`src/sv/can_node_heartbeat_supervisor_defines.svh`:
```
// Assertion macros shared by the supervisor RTL.
`ifndef CAN_NODE_HEARTBEAT_SUPERVISOR_DEFINES_SVH
`define CAN_NODE_HEARTBEAT_SUPERVISOR_DEFINES_SVH

// Check that a condition implies a consequence in the same cycle.
`define CHB_ASSERT_IMP(label, clk, rst_n, a, b, msg) \
  label: assert property (@(posedge clk) disable iff (!rst_n) (a) |-> (b)) \
    else $error(msg);

// Check that a condition implies a consequence in the next cycle.
`define CHB_ASSERT_NXT(label, clk, rst_n, a, b, msg) \
  label: assert property (@(posedge clk) disable iff (!rst_n) (a) |=> (b)) \
    else $error(msg);

`endif

```
`src/sv/chb_pkg.sv`:
```
`timescale 1ns / 1ps
// ----------------------------------------------------------------------------
// chb_pkg
// Types and constants shared by the heartbeat supervisor modules.
// ----------------------------------------------------------------------------
package chb_pkg;

  localparam int NODE_COUNT_DEF    = 8;
  localparam int ERROR_ENTRIES_DEF = 16;

  localparam logic [10:0] HB_ID_RESET      = 11'd769;
  localparam logic [15:0] TIMEOUT_RESET    = 16'd1500;
  localparam logic [15:0] PERIOD_RESET     = 16'd500;

  // configuration register indexes
  localparam logic [2:0] REG_BUS_STARTED = 3'd0;
  localparam logic [2:0] REG_HB_ID       = 3'd1;
  localparam logic [2:0] REG_OWN_NODE    = 3'd2;
  localparam logic [2:0] REG_TIMEOUT     = 3'd3;
  localparam logic [2:0] REG_PERIOD      = 3'd4;

  // item kinds
  localparam logic [1:0] OP_RX    = 2'd0;
  localparam logic [1:0] OP_TX    = 2'd1;
  localparam logic [1:0] OP_CHECK = 2'd2;

  // error entry kinds
  localparam logic [1:0] KIND_NONE = 2'd0;
  localparam logic [1:0] KIND_TX   = 2'd1;
  localparam logic [1:0] KIND_RX   = 2'd2;
  localparam logic [1:0] KIND_HB   = 2'd3;

  typedef enum logic [3:0] {
    ST_IDLE,
    ST_DIV,
    ST_RXCLR,
    ST_TXOP,
    ST_SCHED,
    ST_NODE,
    ST_NODEERR,
    ST_COUNT,
    ST_DONE
  } state_t;

  // request to the error table search unit
  typedef struct packed {
    logic        go;
    logic        set;   // 1 set, 0 clear
    logic [11:0] id;
    logic [1:0]  kind;
  } err_req_t;

  typedef struct packed {
    logic       busy;
    logic       done;
  } err_sts_t;

endpackage

```
`src/sv/chb_err_table.sv`:
```
`timescale 1ns / 1ps
// ----------------------------------------------------------------------------
// chb_err_table
// Error table: sequential search by identifier, set/clear/append, and a
// count pass of active entries, one entry per cycle.
// ----------------------------------------------------------------------------
`include "can_node_heartbeat_supervisor_defines.svh"
module chb_err_table import chb_pkg::*; #(
  parameter int ERROR_ENTRIES = ERROR_ENTRIES_DEF
) (
  input  logic     clk,
  input  logic     rst_n,
  input  err_req_t req,
  input  logic     cnt_go,
  output err_sts_t sts,
  output logic     cnt_done,
  output logic [4:0] active_cnt
);

  localparam int IW = (ERROR_ENTRIES > 1) ? $clog2(ERROR_ENTRIES) : 1;
  localparam int UW = $clog2(ERROR_ENTRIES + 1);

  logic [11:0] id_r [ERROR_ENTRIES];
  logic [1:0]  kind_r [ERROR_ENTRIES];
  logic [ERROR_ENTRIES-1:0] act_r, act_nxt;
  logic [UW-1:0] used_r, used_nxt;
  logic [UW-1:0] idx_r, idx_nxt;
  logic srch_r, srch_nxt, cnt_r, cnt_nxt, done_r, done_nxt, cdone_r, cdone_nxt;
  logic set_r;
  logic [11:0] rid_r;
  logic [1:0]  rkind_r;
  logic [4:0]  acc_r, acc_nxt;
  logic [IW-1:0] ix;
  logic hit, wr_en, app;
  logic [IW-1:0] wr_ix;

  assign ix = idx_r[IW-1:0];
  assign hit = (idx_r < used_r) && (id_r[ix] == rid_r) &&
               (set_r || (act_r[ix] && kind_r[ix] == rkind_r));
  assign app = srch_r && !(idx_r < used_r) && set_r &&
               (used_r < UW'(ERROR_ENTRIES));
  assign wr_en = srch_r && ((idx_r < used_r && hit) || app);
  assign wr_ix = app ? used_r[IW-1:0] : ix;

  // sequencer for search and count
  always_comb begin
    srch_nxt = srch_r;
    cnt_nxt = cnt_r;
    idx_nxt = idx_r;
    done_nxt = 1'b0;
    cdone_nxt = 1'b0;
    act_nxt = act_r;
    used_nxt = used_r;
    acc_nxt = acc_r;
    if (req.go) begin
      srch_nxt = 1'b1;
      idx_nxt = '0;
    end else if (cnt_go) begin
      cnt_nxt = 1'b1;
      idx_nxt = '0;
      acc_nxt = '0;
    end else if (srch_r) begin
      if (wr_en || !(idx_r < used_r)) begin
        srch_nxt = 1'b0;
        done_nxt = 1'b1;
        if (wr_en) act_nxt[wr_ix] = set_r;
        if (app) used_nxt = used_r + 1'b1;
      end else begin
        idx_nxt = idx_r + 1'b1;
      end
    end else if (cnt_r) begin
      if (!(idx_r < used_r)) begin
        cnt_nxt = 1'b0;
        cdone_nxt = 1'b1;
      end else begin
        if (act_r[ix] && acc_r != 5'd31) acc_nxt = acc_r + 5'd1;
        idx_nxt = idx_r + 1'b1;
      end
    end
  end

  always_ff @(posedge clk) begin
    if (!rst_n) begin
      srch_r <= 1'b0;
      cnt_r <= 1'b0;
      done_r <= 1'b0;
      cdone_r <= 1'b0;
      act_r <= '0;
      used_r <= '0;
      idx_r <= '0;
      acc_r <= '0;
    end else begin
      srch_r <= srch_nxt;
      cnt_r <= cnt_nxt;
      done_r <= done_nxt;
      cdone_r <= cdone_nxt;
      act_r <= act_nxt;
      used_r <= used_nxt;
      idx_r <= idx_nxt;
      acc_r <= acc_nxt;
    end
  end

  // latch request and write entry payload
  always_ff @(posedge clk) begin
    if (req.go) begin
      set_r <= req.set;
      rid_r <= req.id;
      rkind_r <= req.kind;
    end
    if (!req.go && !cnt_go && wr_en) begin
      id_r[wr_ix] <= rid_r;
      kind_r[wr_ix] <= set_r ? rkind_r : KIND_NONE;
    end
  end

  assign sts.busy = srch_r;
  assign sts.done = done_r;
  assign cnt_done = cdone_r;
  assign active_cnt = acc_r;

  `CHB_ASSERT_IMP(a_used_bound, clk, rst_n, 1'b1, used_r <= UW'(ERROR_ENTRIES),
    "error table fill count beyond depth")
  `CHB_ASSERT_IMP(a_not_both, clk, rst_n, 1'b1, !(srch_r && cnt_r),
    "search and count running together")
  `CHB_ASSERT_NXT(a_app_grows, clk, rst_n, app && !req.go && !cnt_go,
    used_r == $past(used_r) + 1'b1, "append did not grow table")

endmodule

```
`src/sv/can_node_heartbeat_supervisor.sv`:
```
`timescale 1ns / 1ps
// ----------------------------------------------------------------------------
// can_node_heartbeat_supervisor
// Each word passes through a divide by ten and dispatch, a walk over the nodes in a
// check, error-table searches, and a count pass over the error table.
// Throughput: one word at a time; busy stays high until out_valid strobes.
// The single error-table search unit serves every search and the count pass.
// Reset is synchronous, active low; the receiver cannot stall results.
// ----------------------------------------------------------------------------
`include "can_node_heartbeat_supervisor_defines.svh"
module can_node_heartbeat_supervisor import chb_pkg::*; #(
  parameter int NODE_COUNT    = NODE_COUNT_DEF,
  parameter int ERROR_ENTRIES = ERROR_ENTRIES_DEF
) (
  input  logic        clk,
  input  logic        rst_n,
  input  logic        start,
  output logic        busy,
  input  logic [1:0]  in_op,
  input  logic [31:0] in_now_ms,
  input  logic [10:0] in_frame_id,
  input  logic [3:0]  in_frame_len,
  input  logic [7:0]  in_node_byte,
  input  logic        in_tx_ok,
  output logic        out_valid,
  output logic        out_alarm_on,
  output logic        out_heartbeat_due,
  output logic [28:0] out_uptime_centis,
  output logic [7:0]  out_alive_mask,
  output logic [4:0]  out_active_errors,
  input  logic        cfg_we,
  input  logic [2:0]  cfg_index,
  input  logic [15:0] cfg_data
);

  localparam int NW = (NODE_COUNT > 1) ? $clog2(NODE_COUNT) : 1;
  localparam int NCW = $clog2(NODE_COUNT + 1);
  localparam logic [31:0] DIV10_RECIP = 32'hCCCC_CCCD;

  // configuration
  logic bus_r;
  logic [10:0] hb_id_r;
  logic [7:0] own_r;
  logic [15:0] tmo_r, per_r;

  always_ff @(posedge clk) begin
    if (!rst_n) begin
      bus_r <= 1'b0;
      hb_id_r <= HB_ID_RESET;
      own_r <= '0;
      tmo_r <= TIMEOUT_RESET;
      per_r <= PERIOD_RESET;
    end else if (cfg_we) begin
      case (cfg_index)
        REG_BUS_STARTED: bus_r <= cfg_data[0];
        REG_HB_ID:       hb_id_r <= cfg_data[10:0];
        REG_OWN_NODE:    own_r <= cfg_data[7:0];
        REG_TIMEOUT:     tmo_r <= cfg_data;
        REG_PERIOD:      per_r <= cfg_data;
        default: ;
      endcase
    end
  end

  state_t st_r, st_nxt;
  logic [1:0] op_r;
  logic [31:0] now_r;
  logic [10:0] fid_r;
  logic [3:0] flen_r;
  logic [7:0] nb_r;
  logic ok_r;

  logic [31:0] seen_t_r [NODE_COUNT];
  logic [NODE_COUNT-1:0] seen_r, seen_nxt, alive_r, alive_nxt;
  logic [31:0] nst_r, nst_nxt;
  logic sched_r, sched_nxt, due_r, due_nxt;
  logic [NCW-1:0] n_r, n_nxt;
  logic [NW-1:0] nix;
  logic [31:0] age;
  logic node_alive;
  logic [31:0] nst_base, lag;

  // divide by ten through a reciprocal multiplication
  logic [28:0] dq_r, dq_nxt;
  logic [63:0] prod;

  err_req_t req;
  err_sts_t ests;
  logic cnt_go, cnt_done;
  logic [4:0] acnt;
  logic rec_hb;

  assign nix = n_r[NW-1:0];
  assign age = now_r - seen_t_r[nix];
  assign node_alive = seen_r[nix] && (age <= {16'd0, tmo_r});
  assign prod = {32'd0, now_r} * {32'd0, DIV10_RECIP};
  assign nst_base = sched_r ? nst_r : now_r;
  assign lag = now_r - nst_base;
  assign rec_hb = (fid_r == hb_id_r) && (flen_r >= 4'd8) &&
                  ({24'd0, nb_r} < 32'(NODE_COUNT));

  // next state
  always_comb begin
    st_nxt = st_r;
    case (st_r)
      ST_IDLE:    if (start) st_nxt = ST_DIV;
      ST_DIV: begin
        if (!bus_r) st_nxt = ST_COUNT;
        else if (op_r == OP_RX) st_nxt = ST_RXCLR;
        else if (op_r == OP_TX) st_nxt = ST_TXOP;
        else if (op_r == OP_CHECK) st_nxt = ST_SCHED;
        else st_nxt = ST_COUNT;
      end
      ST_RXCLR:   if (ests.done) st_nxt = ST_COUNT;
      ST_TXOP:    if (ests.done) st_nxt = ST_COUNT;
      ST_SCHED:   st_nxt = ST_NODE;
      ST_NODE: begin
        if (n_r == NCW'(NODE_COUNT)) st_nxt = ST_COUNT;
        else if ({{(32-NCW){1'b0}}, n_r} != {24'd0, own_r} &&
                 node_alive != alive_r[nix]) st_nxt = ST_NODEERR;
      end
      ST_NODEERR: if (ests.done) st_nxt = ST_NODE;
      ST_COUNT:   if (cnt_done) st_nxt = ST_DONE;
      ST_DONE:    st_nxt = ST_IDLE;
      default:    st_nxt = ST_IDLE;
    endcase
  end

  // datapath and outputs of the sequencer
  always_comb begin
    dq_nxt = dq_r;
    seen_nxt = seen_r;
    alive_nxt = alive_r;
    nst_nxt = nst_r;
    sched_nxt = sched_r;
    due_nxt = due_r;
    n_nxt = n_r;
    req = '0;
    cnt_go = 1'b0;
    case (st_r)
      ST_IDLE: begin
        if (start) due_nxt = 1'b0;
      end
      ST_DIV: begin
        dq_nxt = prod[63:35];
        if (!bus_r || !(op_r == OP_RX || op_r == OP_TX || op_r == OP_CHECK))
          cnt_go = 1'b1;
        else if (op_r == OP_RX) begin
          req.go = 1'b1; req.set = 1'b0;
          req.id = {1'b0, fid_r}; req.kind = KIND_RX;
        end else if (op_r == OP_TX) begin
          req.go = 1'b1; req.set = !ok_r;
          req.id = {1'b0, fid_r}; req.kind = KIND_TX;
        end
      end
      ST_RXCLR: begin
        if (ests.done) begin
          if (rec_hb) seen_nxt[nb_r[NW-1:0]] = 1'b1;
          cnt_go = 1'b1;
        end
      end
      ST_TXOP: if (ests.done) cnt_go = 1'b1;
      ST_SCHED: begin
        // anchor the schedule on the first check, then advance by one period when due
        nst_nxt = nst_base;
        if (!lag[31]) begin
          due_nxt = 1'b1;
          nst_nxt = nst_base + {16'd0, per_r};
        end
        sched_nxt = 1'b1;
        n_nxt = '0;
      end
      ST_NODE: begin
        if (n_r == NCW'(NODE_COUNT)) cnt_go = 1'b1;
        else if ({{(32-NCW){1'b0}}, n_r} != {24'd0, own_r} &&
                 node_alive != alive_r[nix]) begin
          alive_nxt[nix] = node_alive;
          req.go = 1'b1;
          req.set = !node_alive;
          req.id = 12'({1'b0, hb_id_r} + {{(12-NCW){1'b0}}, n_r});
          req.kind = KIND_HB;
        end else n_nxt = n_r + 1'b1;
      end
      ST_NODEERR: if (ests.done) n_nxt = n_r + 1'b1;
      default: ;
    endcase
  end

  always_ff @(posedge clk) begin
    if (!rst_n) begin
      st_r <= ST_IDLE;
      seen_r <= '0;
      alive_r <= '0;
      nst_r <= '0;
      sched_r <= 1'b0;
      due_r <= 1'b0;
      n_r <= '0;
    end else begin
      st_r <= st_nxt;
      seen_r <= seen_nxt;
      alive_r <= alive_nxt;
      nst_r <= nst_nxt;
      sched_r <= sched_nxt;
      due_r <= due_nxt;
      n_r <= n_nxt;
    end
  end

  // hold the input word and record heartbeat times
  always_ff @(posedge clk) begin
    dq_r <= dq_nxt;
    if (st_r == ST_IDLE && start) begin
      op_r <= in_op;
      now_r <= in_now_ms;
      fid_r <= in_frame_id;
      flen_r <= in_frame_len;
      nb_r <= in_node_byte;
      ok_r <= in_tx_ok;
    end
    if (st_r == ST_RXCLR && ests.done && rec_hb)
      seen_t_r[nb_r[NW-1:0]] <= now_r;
  end

  chb_err_table #(.ERROR_ENTRIES(ERROR_ENTRIES)) u_err (
    .clk(clk), .rst_n(rst_n), .req(req), .cnt_go(cnt_go),
    .sts(ests), .cnt_done(cnt_done), .active_cnt(acnt)
  );

  logic [7:0] mask8;
  always_comb begin
    mask8 = '0;
    for (int i = 0; i < 8; i++)
      if (i < NODE_COUNT) mask8[i] = alive_r[i % NODE_COUNT];
  end

  assign busy = (st_r != ST_IDLE);
  assign out_valid = (st_r == ST_DONE);
  assign out_alarm_on = !bus_r || (acnt != 5'd0);
  assign out_heartbeat_due = due_r;
  assign out_uptime_centis = dq_r;
  assign out_alive_mask = mask8;
  assign out_active_errors = acnt;

  `CHB_ASSERT_IMP(a_valid_busy, clk, rst_n, out_valid, busy,
    "result strobe outside a busy word")
  `CHB_ASSERT_NXT(a_one_strobe, clk, rst_n, out_valid, !out_valid,
    "result strobe longer than one cycle")
  `CHB_ASSERT_IMP(a_due_check, clk, rst_n, out_valid && op_r != OP_CHECK,
    !out_heartbeat_due, "heartbeat due outside a check")

endmodule

```
`config.mk`:
```
export PLATFORM = sky130hd
export DESIGN_NAME = can_node_heartbeat_supervisor
export DESIGN_NICKNAME = d
export VERILOG_FILES = /design/src/sv/chb_pkg.sv /design/src/sv/chb_err_table.sv /design/src/sv/can_node_heartbeat_supervisor.sv
export VERILOG_INCLUDE_DIRS = /design/src /design/src/sv
export SDC_FILE = /design/constraint.sdc
export NUM_CORES = 2
export LEC_CHECK = 0
export BUFFER_PORTS_ARGS = -buffer_cell sky130_fd_sc_hd__buf_2
export CAP_MARGIN = 0
export CORE_AREA = 5 5 356 358
export DETAILED_ROUTE_END_ITERATION = 10
export DIE_AREA = 0 0 361 363
export PLACE_DENSITY = 0.63
export SYNTH_ARGS = -nofsm -noshare
export SYNTH_HDL_FRONTEND = slang
export SYNTH_SLANG_ARGS = --single-unit
```
`constraint.sdc`:
```
create_clock -name clk -period 24.9 [get_ports clk]
set_input_delay 6.225 -clock clk [delete_from_list [all_inputs] [get_ports clk]]
set_output_delay 6.225 -clock clk [all_outputs]
set_load 0.02 [all_outputs]
```
==> results by group <==
Detailed routing
  • Average routed wire per standard cell: 22.8 microns
  • DRC viols: 0
  • Final ANT Viol Nets: 0
  • DR vias/cell: 5.33
  • Final WL: 131000 microns
  • Vias: 30700
  • Router iterations before antenna repair: 7
  • Initial DRC count: 2356

Clocking
  • Htree depth: 3
  • Clk root buf: clkbuf_16
  • CTS buffer count: 81
  • Bufs on Longest Clock Path: 3
  • CTS Hold Bufs: 0
  • Clock sink count: 731
  • Postcts setup bufs: 0
  • Clock transition at path regs: 60 ps
  • # resized after CTS: 0
  • Clock latency on the worst-skew pair: 690 ps
  • CTS tree: yes

Global route
  • Vias in the first global route: 31900
  • First-pass GRT wire length: 199000 microns
  • Antenna violations before repair: 11
  • Total GRT Usage: 20.0%
  • Largest net degree at the start of global routing: 85
  • Remaining Overflow, GRT: 0

Floorplan
  • Row Count: 129
  • Core region area: 123000 sq um
  • Initial Util: 39.7%
  • Die Y: 363 microns
  • Die Wd: 361 microns
  • Die area: 131000 sq um
  • IO Pins: 127

Setup path
  • Required time worst endpoint: 25330 ps
  • Setup CP Type: flop to flop
  • CP Launch Type: flop
  • Element type at the critical path end: flop
  • Critical path peak fanout: 16
  • Worst Path Arrival: 9350 ps
  • Worst R2R Path Depth: 25

Layout
  • Final instance count without filler cells: 5759
  • Most common cell after layout, fill and taps aside: inv_1
  • Filler Cell Count: 11300
  • Nets: 4997
  • Multi-input logic area: 25900 sq um
  • Most frequent cells in the layout: inv_1, edfxtp_1, ha_1
  • Area delta synth->final: 11.3%
  • Share of cells above drive strength 1: 12.8%
  • Register area: 20400 sq um

Timing
  • Clock skew: 39.3 ps
  • Fin Setup TNS: 0 ps
  • Max-slew headroom: 20.8%
  • Final Setup Violations: 0
  • Hold slack: 450 ps
  • Final Hold Fails: 0
  • Fmax: 112 MHz
  • Fin crit share: 35.8%
  • Min Clock Period, post-route: 8920 ps
  • Final Max Slew Viols: 0
  • Unrepaired setup endpoints after global routing: no
  • Worst slew pin tran: 1190 ps

Synthesis
  • Synth warn: 0
  • Syn_area_per_cell: 12.6 sq um
  • Syn nets: 4837
  • Yosys reg bits: 731
  • Cell taking the most area after synthesis: edfxtp_1
  • Post-synth ARST share: 0%
  • Post-synth EDFFs: 579
  • Ys flop type: edfxtp_1
  • Area contributors post-synth: edfxtp_1, fa_1, ha_1
  • Synthesized instance count: 3894
  • Sequential share of the synthesized area: 41.8%
  • Yosys cell types: 84
  • Share of the synthesized area in the top cell type: 35.6%
  • Synthesized area: 48900 sq um

Min path
  • Hold path cells: 2
  • HP Class: flop to flop

Place
  • IO buf count: 123
  • Placer Congestion: 0.934
  • HPWL Detailed: 95200 microns
  • Placed Instances: 5608

Flow run
  • Max-cap violation count: 0

Outcome
  • Outcome: completed
## path summary, 6_finish.rpt
kind / startpoint / to / slack (ps)
min reg2reg: nst_r[29] / nst_r[29] / 450
min: nst_r[29] / nst_r[29] / 450
max: now_r[9] / out_uptime_centis[28] / 15980
max reg2reg: now_r[9] / out_uptime_centis[28] / 15980
## layout make-up
type / count / area share (%)
Antenna cell: 2 / 0.00920
Clock buffer: 100 / 3.99
Clock inverter: 49 / 0.911
Inverter: 598 / 4.12
Multi-Input combinational cell: 2449 / 47.5
Sequential cell: 731 / 37.6
Tap cell: 1637 / 3.76
Timing Repair Buffer: 193 / 2.10
## metrics by stage
step | instance area [sq um] | worst slack [ps] | util [%]
3_5_place_dp | 51700 | 15920 | 42.1
2_1_floorplan | 48900 | 15850 | -
4_1_cts | 54400 | 15880 | 44.2
3_3_place_gp | 51700 | 15920 | 42.1
5_1_grt | 54400 | 15390 | 44.2
6_report | 54400 | 15980 | 44.2
## flip-flops by register name, indices dropped and copies added (netlist names), 2 cells and up, named ones only
| signal | count |
|---|---|
| fid_r | 11 |
| hb_id_r | 11 |
| n_r | 4 |
| nb_r | 8 |
| now_r | 32 |
| nst_r | 32 |
| op_r | 2 |
| out_alive_mask | 8 |
| out_uptime_centis | 29 |
| own_r | 8 |
| per_r | 16 |
| seen_r | 8 |
| seen_t_r | 256 |
| st_r | 4 |
| tmo_r | 16 |
| u_err.act_r | 16 |
| u_err.active_cnt | 5 |
| u_err.id_r | 192 |
| u_err.idx_r | 5 |
| u_err.kind_r | 32 |
| u_err.rid_r | 12 |
| u_err.rkind_r | 2 |
| u_err.used_r | 5 |
## cells in the mapped netlist (all sizes together), types with 40 or more instances
cell type,count
xnor2,72
xor2,43
nand3,52
o21ai,88
mux4,135
dfxtp,152
fa,418
edfxtp,579
a21oi,199
clkbuf,83
inv,598
ha,444
mux2i,93
nand2,276
nor2,153
a21o,50
nand4,40
nor3,44
## worst max-delay path: stages (launching register included)
cell	delay, ps
edfxtp_1	970
ha_1	420
inv_1	220
fa_1	530
inv_1	60
fa_1	490
fa_1	520
inv_1	60
fa_1	530
inv_1	50
fa_1	450
fa_1	550
fa_1	440
ha_1	340
a21oi_1	210
o21ai_0	150
o21ai_0	300
and4_1	230
o211ai_1	300
o2111ai_1	390
a21oi_1	180
a211oi_1	520
o21a_1	280
o21ai_0	170
a21oi_1	210
xnor2_1	100
## logic make-up (layout without fill, tap and decap cells)
kind of cell             after synthesis  count (layout)  share of synthesized area [%]
AO/OA/AOI/OAI                        513             513                           6.65
multiplexers                         243             243                           8.47
flip-flops                           731             731                           41.8
AND/OR/NAND/NOR                      716             716                           6.97
other                                  0               2                              0
adder cells (fa/ha/maj)              862             862                           28.5
buffers and inverters                714             940                           5.58
XOR/XNOR                             115             115                           2.06
## per-layer routing
metal	global-route usage (%)	part of all wire (%)	up-vias
li1	-	-	14000
met1	26.3	42	15600
met2	34.1	49	909
met3	3.86	6.3	190
met4	5.33	2.8	4
met5	0	0.024	-
Power is left out: the tool's default activity adds up to more than one toggle a clock period on the data nets, which glitch-free logic cannot reach.
